$ cat config.mk
export PLATFORM = sky130hd
export DESIGN_NAME = pmst_ram
export DESIGN_NICKNAME = d
export VERILOG_FILES = /design/src/pmst_ram.sv
export SDC_FILE = /design/constraint.sdc
export NUM_CORES = 1
export LEC_CHECK = 0
export ABC_AREA = 0
export BUFFER_PORTS_ARGS = -buffer_cell sky130_fd_sc_hd__buf_2
export CORE_ASPECT_RATIO = 0.8
export CORE_MARGIN = 8
export CORE_UTILIZATION = 30
export DETAILED_ROUTE_END_ITERATION = 8
export GPL_TIMING_DRIVEN = 1
export PLACE_DENSITY_LB_ADDON = 0.2
export SLEW_MARGIN = 5
export SYNTH_ARGS = -nofsm -noshare
export SYNTH_HDL_FRONTEND = slang
export SYNTH_SLANG_ARGS = --single-unit
$ cat constraint.sdc
create_clock -name i_clk -period 1.8 [get_ports i_clk]
set_clock_uncertainty 0.2 [all_clocks]
set_input_delay 0.18 -clock i_clk [delete_from_list [all_inputs] [get_ports i_clk]]
set_output_delay 0.18 -clock i_clk [all_outputs]
set_load 0.02 [all_outputs]
$ cat src/pmst_ram.sv
module pmst_ram #(
    parameter int WIDTH = 8,
    parameter int DEPTH = 16
) (
    input  logic                     i_clk,
    input  logic                     i_we,
    input  logic [$clog2(DEPTH)-1:0] i_waddr,
    input  logic [WIDTH-1:0]         i_wdata,
    input  logic [$clog2(DEPTH)-1:0] i_raddr,
    output logic [WIDTH-1:0]         o_rdata
);
    logic [WIDTH-1:0] r_mem [DEPTH];
    logic [WIDTH-1:0] r_rdata;

    always_ff @(posedge i_clk) begin
        if (i_we) begin
            r_mem[i_waddr] <= i_wdata;
        end
        r_rdata <= r_mem[i_raddr];
    end

    assign o_rdata = r_rdata;
endmodule

Yosys cells after proc, flatten, opt, wreduce, memory -nomap -nowiden
Memories as Yosys holds them, arrays and structs flattened. A register that Yosys moved wholly into a read port is not among the register bits.
Cells that the tools add are included.
{ "word_totals": {"n_memories": 1, "ram_bits": 128, "output_inout_bits": 8, "input_bits": 18, "regBits": 0} }
{ "op_classes": {"muxes": 2} }
{ "memory_table": {"columns": ["memory", "words", "word_bits", "rd", "rd_clocked_by_memory_dff", "write_ports", "line", "rtl"], "rows": [
  ["r_mem", 16, 8, 1, 1, 1, "12", "logic [WIDTH-1:0] r_mem [DEPTH];"]
]} }
{ "ops": {"columns": ["operator", "n"], "rows": [
  ["$mux W1", 2]
]} }

Logic depth before layout (Yosys ltp)
{ "depth": {"word_depth": 2, "ltp_mapped": 5, "ltp_nobuf": 3} }

Worst setup path before layout
No wires, ideal clock.
{ "synth_timing": {"path_kind": "input -> register", "start": "input port i_waddr[2]", "end": "memory r_mem[0][0], enable pin", "setup_ns": 0.383, "stages": 2, "required_time_ns": 1.217, "arrival_ns": 1.290, "path_slack_ns": -0.073, "cell_sequence": "or3b_2 nor3_1"} }
{ "synth_lines": {"columns": ["item", "line", "rtl"], "rows": [
  ["start: declaration", "7", "input logic [$clog2(DEPTH)-1:0] i_waddr,"],
  ["end: declaration", "12", null]
]} }
Straight into the memory's write port.

==> out/metrics.cfg <==
[place]
io_buffers = 25
pre_cts_slack_ns = -0.0826
hpwl_um = 7370
globalplace.congestion = 0.695
place_inst = 495

[finish]
fillCellCount = 1545
layout_common_cells = edfxtp_1 (128), buf_2 (25), buf_4 (21)
finalNetCount = 315
final_util_pct = 37.5
n_antenna_cell = 0
layout_commonest_cell = edfxtp_1
fin_cells = 534
drive_gt1_share_pct = 32.4
area_growth_pct = 24.2

[die]
rows = 43
ios = 26
die_x_um = 162
core-area_mm2 = 0.0171
die_area_mm2 = 0.0216
start_util_pct = 30.2
die_y_um = 133

[power]
p_leak_uw = 0.00218
ir_worst_vdd_mv = 0.497
power_density_mw_per_mm2 = 1150
fin_total_pwr_uw = 7370

[synth]
ys_types = 19
synthSimpleGateAreaFrac_pct = 3.18
seq_area_frac_synth_pct = 77.8
synthAdderAreaFrac_pct = 0
synth.cell_area_mm2 = 0.00515
synth-edff-count = 128
synth_compound_area_share_pct = 2.33
ys.flop_type = edfxtp_1
synth_xor_xnor_area_share_pct = 0
ys_seq_elements = 136
syn_inst = 229
syn_nets = 247
syn_avg_cell_area_um2 = 22.5
synthArstFlopShare_pct = 0
synth_mux_area_share_pct = 15.0
synth_top_family_by_area = multiplexers
ys.warnings.count = 0

[setup_path]
crit_family = multiplexers
timing.critical_path.cells = mux4_1 > a22oi_1 > nand2_1
cp-start-kind = flip-flop
critPathArrivalTime_ns = 1.70
slowest_delay_ns = 0.50
r2r_setup_slack_ns = 0.17
crit_path_end_kind = flip-flop
crit_fanout = 1
critical_path_class = reg2reg
crit_slowest_cell = mux4_1
worst-path-buf-inv = 0
worstPathRequired_ns = 1.87

[clock_tree]
cts_buffer_depth = 2
post-cts-setup-buffers = 0
htreeDepth = 4
cts_sinks = 136
cts_buffers = 17
cts-root-buf = clkbuf_16
clkTransAtPathRegs_ns = 0.06
ctsResizeCount = 0
cts_tree = done
insertion_delay_ns = 0.41

[timing]
maxSlewHeadroom_pct = 45.8
finalCriticalPeriod_ns = 1.63
slew_violations = 0
hold_viol = 0
finalCritPeriodShare_pct = 90.4
setup_viol = 0
rsz0062_at_grt = false
whs_ns = 0.143
worst_pin_slew_ns = 0.811
fmax_ghz = 0.614
worst_slack_ns = 0.172

[grt]
grt_max_degree = 19
overflow = 0
gr-usage-met1_pct = 14.9
track_usage_pct = 11.0
antenna_found_initial = 0
grt_pass1_wl_um = 17000
grt_pass1_vias = 2622
grt_util_met3_pct = 2.96
busiest_layer = met2
grt_util_met2_pct = 16.3

[job]
maxCapViolCount = 0

[detailed_routing]
drtIter0Drc = 172
routed-via-count = 2433
antenna_left = 0
post-route-drc-count = 0
dr.pass1.iters = 4
wl_per_cell_um = 20.6
avgViaCountPerCell = 4.56
drt_wl_total_um = 11000

[run_status]
status = finished, final reports clean

[worst_hold_path]
hold_path_class = in2reg

==> worst register-to-register path: stages (launching register included) <==
cell and delay [ns]:
edfxtp_1 0.35, mux4_1 0.50, a22oi_1 0.31, nand2_1 0.13
==> where the power goes <==
group | total [µW] | internal [µW] | switching (µW)
logic | 388 | 169 | 219
registers | 3560 | 3540 | 22.5
clock network | 3420 | 2160 | 1260
==> timing repair <==
action,4_1_cts,5_1_grt
hold buffers,8,0
setup endpoints to repair,0,0
endpoints found under the hold margin,128,0
==> registers in the layout (all words and copies together), names as in the netlist <==
| signal | flops |
|---|---|
| r_mem | 128 |
| o_rdata | 8 |
==> worst paths after layout <==
kind | from | endpoint | depth (start not counted)
hold reg to reg | r_mem[2][6]$_DFFE_PP_ | o_rdata[6]$_DFF_P_ | 3
setup reg to reg | r_mem[9][1]$_DFFE_PP_ | o_rdata[1]$_DFF_P_ | 3
hold / removal | i_waddr[1] | r_mem[0][5]$_DFFE_PP_ | 3
setup / recovery | r_mem[9][1]$_DFFE_PP_ | o_rdata[1]$_DFF_P_ | 3
==> cell usage after synthesis (all sizes together) (2+ instances only) <==
library cell   instances  share of area [%]
edfxtp               128                 75
mux4                  32                 15
a22oi                 16                2.3
nor2                  13               0.95
nand2                  9               0.66
dfxtp                  8                3.1
buf                    7                1.1
nor3                   4               0.39
clkdlybuf4s25          3               0.58
nand2b                 2               0.24
nand3b                 2               0.29
==> per-layer routing <==
metal	up-vias	wire length (µm)
li1	1109	-
met1	1276	5370
met4	0	123
met5	-	0
met2	37	5090
met3	11	406
==> cell families (layout without fill, tap and decap cells) <==
logic type,Yosys count,count (layout)
AOI/OAI and AO/OA,16,16
DFF,136,136
muxes,32,32
buffers and inverters,10,90
and+or+nand+nor,35,35
==> stage by stage <==
| step | TNS [ns] | cell area, µm² |
|---|---|---|
| after global routing | 0 | 6390 |
| after floorplan | 0 | 5150 |
| final | 0 | 6390 |
| after CTS | 0 | 6390 |
| after detailed placement | -0.148 | 5730 |
| after global placement | -0.169 | 5730 |
==> cell type report <==
| cell class | instances | area (µm²) | area share, % |
|---|---|---|---|
| flip-flops and latches | 136 | 4000 | 62.6 |
| multi-input cells | 83 | 1060 | 16.6 |
| repair buffers | 59 | 463 | 7.24 |
| clock buffers | 17 | 425 | 6.65 |
| well taps | 225 | 282 | 4.40 |
| clock inverters | 14 | 158 | 2.47 |
Power figures use the tool's default switching activity.
