### config.mk
export PLATFORM = sky130hd
export DESIGN_NAME = pmst_cell
export DESIGN_NICKNAME = d
export VERILOG_FILES = /design/src/pmst_pkg.sv /design/src/pmst_cell.sv
export SDC_FILE = /design/constraint.sdc
export NUM_CORES = 1
export LEC_CHECK = 0
export BUFFER_PORTS_ARGS = -buffer_cell sky130_fd_sc_hd__buf_2
export CAP_MARGIN = 15
export CORE_ASPECT_RATIO = 1.1
export CORE_MARGIN = 5
export CORE_UTILIZATION = 40
export DETAILED_ROUTE_END_ITERATION = 7
export PLACE_DENSITY = 0.67
export SETUP_SLACK_MARGIN = 0.15
export SYNTH_ARGS = -nofsm -noshare
export SYNTH_HDL_FRONTEND = slang
export SYNTH_SLANG_ARGS = --single-unit
export TNS_END_PERCENT = 100
### constraint.sdc
create_clock -name i_clk -period 5 [get_ports i_clk]
set_input_delay 0 -clock i_clk [delete_from_list [all_inputs] [get_ports i_clk]]
set_output_delay 0 -clock i_clk [all_outputs]
set_load 0.01 [all_outputs]
### src/pmst_pkg.sv
package pmst_pkg;

    localparam int MAX_VERTICES = 64;
    localparam int WEIGHT_BITS  = 16;
    localparam int VX_W         = $clog2(MAX_VERTICES);
    localparam int CNT_W        = VX_W + 1;
    localparam int KEY_W        = WEIGHT_BITS + 1;
    localparam int ADDR_W       = 2 * VX_W;
    localparam int EDGE_W       = WEIGHT_BITS + 1;
    localparam int MEM_DEPTH    = MAX_VERTICES * MAX_VERTICES;

    localparam logic [KEY_W-1:0] KEY_INF = {1'b1, {WEIGHT_BITS{1'b0}}};

    localparam logic [1:0] CMD_CLEAR = 2'd0;
    localparam logic [1:0] CMD_ADD   = 2'd1;
    localparam logic [1:0] CMD_RUN   = 2'd2;

    typedef enum logic [2:0] {
        ST_CLEAR,
        ST_IDLE,
        ST_PRE,
        ST_WAVE,
        ST_EMIT
    } t_state;

    // One token travels down the cell row per step, carrying the running minimum.
    typedef struct packed {
        logic             tok;
        logic [KEY_W-1:0] best_key;
        logic [VX_W-1:0]  best_idx;
    } t_wave;

endpackage

### src/pmst_cell.sv
module pmst_cell (
    input  logic                            i_clk,
    input  logic                            i_rst_n,
    input  logic                            i_init,
    input  logic [pmst_pkg::VX_W-1:0]       i_idx,
    input  logic [pmst_pkg::CNT_W-1:0]      i_n,
    input  logic [pmst_pkg::VX_W-1:0]       i_u,
    input  logic [pmst_pkg::EDGE_W-1:0]     i_edge,
    input  pmst_pkg::t_wave                 i_wave,
    output pmst_pkg::t_wave                 o_wave,
    output logic [pmst_pkg::KEY_W-1:0]      o_key,
    output logic [pmst_pkg::VX_W-1:0]       o_parent,
    output logic                            o_has
);
    import pmst_pkg::*;

    logic [KEY_W-1:0] r_key, n_key;
    logic             r_vis, n_vis;
    logic             r_has;
    logic [VX_W-1:0]  r_par;
    t_wave            r_out, n_out;
    logic             act, relax, elig;

    always_comb begin
        act   = i_wave.tok && ({1'b0, i_idx} < i_n);
        relax = act && (i_idx != i_u) && !r_vis && i_edge[EDGE_W-1]
                && ({1'b0, i_edge[WEIGHT_BITS-1:0]} < r_key);
        n_key = relax ? {1'b0, i_edge[WEIGHT_BITS-1:0]} : r_key;
        n_vis = r_vis | (act && (i_idx == i_u));
        elig  = act && !n_vis;
        n_out = i_wave;
        // Strict compare keeps the lowest index on ties, since the token moves upward.
        if (elig && (n_key < i_wave.best_key)) begin
            n_out.best_key = n_key;
            n_out.best_idx = i_idx;
        end
    end

    always_ff @(posedge i_clk) begin
        if (!i_rst_n) begin
            r_out.tok <= 1'b0;
            r_vis     <= 1'b0;
            r_has     <= 1'b0;
        end else begin
            r_out <= n_out;
            if (i_init) begin
                r_vis <= 1'b0;
                r_has <= 1'b0;
            end else if (act) begin
                r_vis <= n_vis;
                if (relax) begin
                    r_has <= 1'b1;
                end
            end
        end
    end

    always_ff @(posedge i_clk) begin
        if (i_init) begin
            r_key <= KEY_INF;
        end else if (act) begin
            r_key <= n_key;
            if (relax) begin
                r_par <= i_u;
            end
        end
    end

    assign o_wave   = r_out;
    assign o_key    = r_key;
    assign o_parent = r_par;
    assign o_has    = r_has;
endmodule

* Yosys cells after proc, flatten, opt, wreduce, memory -nomap -nowiden *
Cells that the tools add are included.

word-level totals
  input bits = 63
  output and inout bits = 48
  register bits after elaboration = 49
  word-level logic and storage cells = 30

operators by class
  reduce and logical (&&, ||, !) cells = 13
  equal/unequal tests = 2
  muxes and demuxes = 2
  bitwise operators = 3
  magnitude comparators = 3

operator list
  operator                               count
  2-to-1 mux 23 bit                      1
  less-than comparator 16 x 17 -> 1 bit  1
  less-than comparator 17 bit            1
  2-to-1 mux 17 bit                      1
  logical AND 1 bit                      8
  less-than comparator 6 x 7 -> 1 bit    1
  equality test 6 bit                    1
  != test 6 bit                          1
  AND reduction 3 bit                    1
  logical NOT 1 bit                      2
  inverter 1 bit                         2
  AND reduction 2 bit                    1
  OR reduction 2 bit                     1
  OR 1 bit                               1

* Longest topological paths before layout *
  depth in word-level cells = 10
  gate-level depth with buffers = 19
  gate-level depth less buffers = 16

* Worst setup path before layout *
Ideal clock, no wire load.

  path kind = register to register
  start = reg r_key[3] (netlist: o_key[3])
  end = reg r_out (netlist bit o_wave[10]) (data pin)
  path slack = 676 ps
  arrival = 4064 ps
  clock period less this slack = 4324 ps
  cell stages (with the launch flop) = 20
  required time = 4740 ps
  path buffers = 3
  cells stage by stage = dfxtp_1 -> inv_1 -> ha_1 -> a21oi_1 -> a21boi_1 -> o311ai_1 -> and3_1 -> nor2b_1 -> buf_4 -> buf_6 -> mux2_4 -> ha_1 -> a21oi_1 -> o21ai_1 -> a311oi_1 -> a31oi_1 -> or3_1 -> a31oi_4 -> buf_12 -> mux2_4

RTL lines
  what                    RTL line         RTL
  start, declared         pmst_cell.sv:17  logic [KEY_W-1:0] r_key, n_key;
  start signal, assigned  pmst_cell.sv:62  r_key <= n_key;
  end signal, assigned    pmst_cell.sv:45  r_out <= n_out;
  end, declared           pmst_cell.sv:21  t_wave r_out, n_out;

==> impl_results.md <==
- Yosys warns: 0
- Synth Cell Area: 3090 um^2
- Design area: 3980 um^2
- Post-synth EDFFs: 29
- Max-cap viol count: 0
- DRC: 0
- Initial antenna violation count: 0
- CP peak stage delay: 0.39 ns
- Net count after synthesis: 365
- Worst EP arrival: 4.55 ns
- Mean Syn Cell Area: 11.6 um^2
- Period Utilization, post-route: 0.899
- Cell variety after synth: 45
- Register area share after synthesis: 0.412
- DR vias: 2,397
- Clk buf depth: 2
- Area growth syn-to-layout: 28.9%
- Slowest cell on crit path: or3_1
- Path category of the worst min-delay check: primary input to flip-flop
- Final worst setup slack: 0.506 ns
- Post-DR wirelength/cell: 14.8 um
- Rows: 33
- CORE AREA: 7470 um^2
- Worst path bufs/invs: 3
- Slew HR: 0.576
- Dpl ws: 0.436 ns
- Setup TNS: 0 ns
- GR peak layer: met2
- First-pass GRT wire length: 11,400 um
- Vias per cell: 4.79
- Initial drt markers: 59
- Clock root buffer: clkbuf_8
- Hold_ws: 0.0149 ns
- Die X: 93.7 um
- N_diodes: 0
- Total gr overflow: 0
- M2 GR Usage: 0.286
- RSZ-0062 raised after global routing: no
- Syn Inst Count: 266
- Max H-tree Level: 2
- Die height: 102 um
- Largest net degree at the start of global routing: 27
- Tot Pwr: 1.01 mW
- Routed wire length: 7420 um
- Post-CTS setup repair buffer count: 0
- WP data required: 5.06 ns
- Post-route ant nets: 0
- Final net count: 493
- Pleak: 1.89 nW
- Slew Limit Fails: 0
- CP Launch Type: flip-flop
- Port Buffers: 110
- Routing usage on met1: 0.170
- GRT Total Usage: 0.152
- Synth async-reset ratio: 0
- Vias in the first global route: 2,442
- RePlAce Congestion: 0.827
- Fraction of layout cells with a size suffix above 1: 0.408
- Final setup fails: 0
- Clock buffer count from CTS: 5
- Die ar.: 9570 um^2
- Sink Count: 49
- Setup Skew: 0.0110 ns
- Primary FF master, synth: edfxtp_1
- HPWL Detailed: 6010 um
- Yosys reg bits: 49
- Reg clk slew, reported paths: 0.09 ns
- CTS tree: yes
- Worst-path fanout max: 15
- Starting Density: 0.413
- Fmax: 0.223 GHz
- Final min period: 4.49 ns
- IO Count: 111
- Pwr dens: 254 nW/um^2
- Critical path capture point type: flip-flop
- DR pass1 iterations: 4
- Status: complete, no violations
- Tightest Pin Transition: 0.636 ns
- Area after DPL: 3730 um^2
- Crit Path Category: flip-flop to flip-flop
- Clock latency on the worst-skew pair: 0.30 ns
- Delay-heaviest family, CP: compound AO/OA/AOI/OAI gates
- Hold Vio Cnt, Final: 0
- Max VDD drop: 0.115 mV
- M3 GR Usage: 0.0317
- Worst path cell trace: inv_1 -> ha_1 -> a21oi_1 -> a21boi_1 -> o311ai_1 -> and3_1 -> nor2b_2 -> buf_4 -> mux2_2 -> ha_1 -> and4_1 -> a311oi_1 -> a31oi_1 -> or3_1 -> a31oi_4 -> buf_6 -> mux2_2
[what timing repair did]
action / in CTS / in global routing
hold buffers: 12 / 1
setup endpoints to repair: 0 / 3
resized for setup: 0 / 1
endpoints found under the hold margin: 12 / 1
[flip-flops by register name, summed over array words and instances (netlist names)]
register / cells
o_key: 17
r_vis: 1
o_parent: 6
o_wave: 24
o_has: 1
[cells by family after synthesis]
family / Yosys count / share of synthesized area
buffers and inverters: 45 / 0.0689
AND/OR/NAND/NOR: 57 / 0.106
XOR/XNOR: 6 / 0.0170
adder cells (fa/ha/maj): 36 / 0.146
flip-flops: 49 / 0.412
AO/OA/AOI/OAI: 35 / 0.0799
multiplexers: 38 / 0.170
[synthesized netlist by cell type (all sizes together), types with 2 or more instances]
master  number  area (um^2)
nor2b       19          119
ha          36          450
a31oi        3         48.8
mux2        37          514
nand4b       3         26.3
inv         39          146
clkbuf       2         7.51
buf          4         58.8
xnor2        2         17.5
o21ai        7         35.0
edfxtp      29          871
xor2         4         35.0
nand4        4         25.0
nor2         8         30.0
dfxtp       20          400
a21oi       14         70.1
nand2       12         45.0
o211ai       2         15.0
[stage by stage]
stage | utilization | std cells
finish | 0.532 | 500
global route | 0.532 | 500
CTS | 0.530 | 499
detailed placement | 0.500 | 479
global placement | 0.500 | 479
floorplan | - | 266
[worst register-to-register path, cell delays in order, from the launching register on]
cell	delay [ns]
dfxtp_1	0.36
inv_1	0.05
ha_1	0.30
a21oi_1	0.16
a21boi_1	0.08
o311ai_1	0.26
and3_1	0.23
nor2b_2	0.17
buf_4	0.21
mux2_2	0.38
ha_1	0.30
and4_1	0.23
a311oi_1	0.26
a31oi_1	0.10
or3_1	0.39
a31oi_4	0.18
buf_6	0.25
mux2_2	0.36
[final timing paths]
| kind | startpoint | end | slack [ns] | cells after the start |
|---|---|---|---|---|
| worst max-delay path | o_key[3] | o_wave[22] | 0.51 | 17 |
| worst min-delay path | i_wave[9] | o_wave[9] | 0.01 | 2 |
| worst max register to register | o_key[3] | o_wave[22] | 0.51 | 17 |
| worst min register to register | o_has | o_has | 0.50 | 2 |
[layout make-up]
| class | instances | area, um^2 |
|---|---|---|
| fillers | 700 | 3500 |
| multi-input cells | 172 | 1600 |
| flip-flops and latches | 49 | 1270 |
| repair buffers | 127 | 714 |
| inverters | 39 | 146 |
| well taps | 105 | 131 |
| clock buffers | 5 | 68.8 |
| clock inverters | 3 | 41.3 |
[placed cells by master (no fill, tap or decap), types with 8 or more instances in the layout]
| cell type | instances |
|---|---|
| dfxtp_1 | 20 |
| edfxtp_1 | 29 |
| buf_2 | 110 |
| mux2_4 | 26 |
| ha_1 | 36 |
| nor2_1 | 8 |
| nor2b_1 | 18 |
| dlygate4sd3_1 | 13 |
| mux2_2 | 10 |
| nand2_1 | 12 |
| a21oi_1 | 14 |
| inv_1 | 39 |
[power breakdown]
group / leakage, nW / internal, mW / switching, mW / total (mW)
clock: 0.0518 / 0.147 / 0.130 / 0.277
combinational: 1.39 / 0.137 / 0.128 / 0.264
sequential: 0.446 / 0.459 / 0.0107 / 0.470
[metal layers]
layer / vias to the layer above / share of wire
met1: 1124 / 0.39
met4: 0 / 0.016
met3: 8 / 0.065
met2: 68 / 0.53
li1: 1197 / -
met5: - / 0
Power figures use the tool's default switching activity.
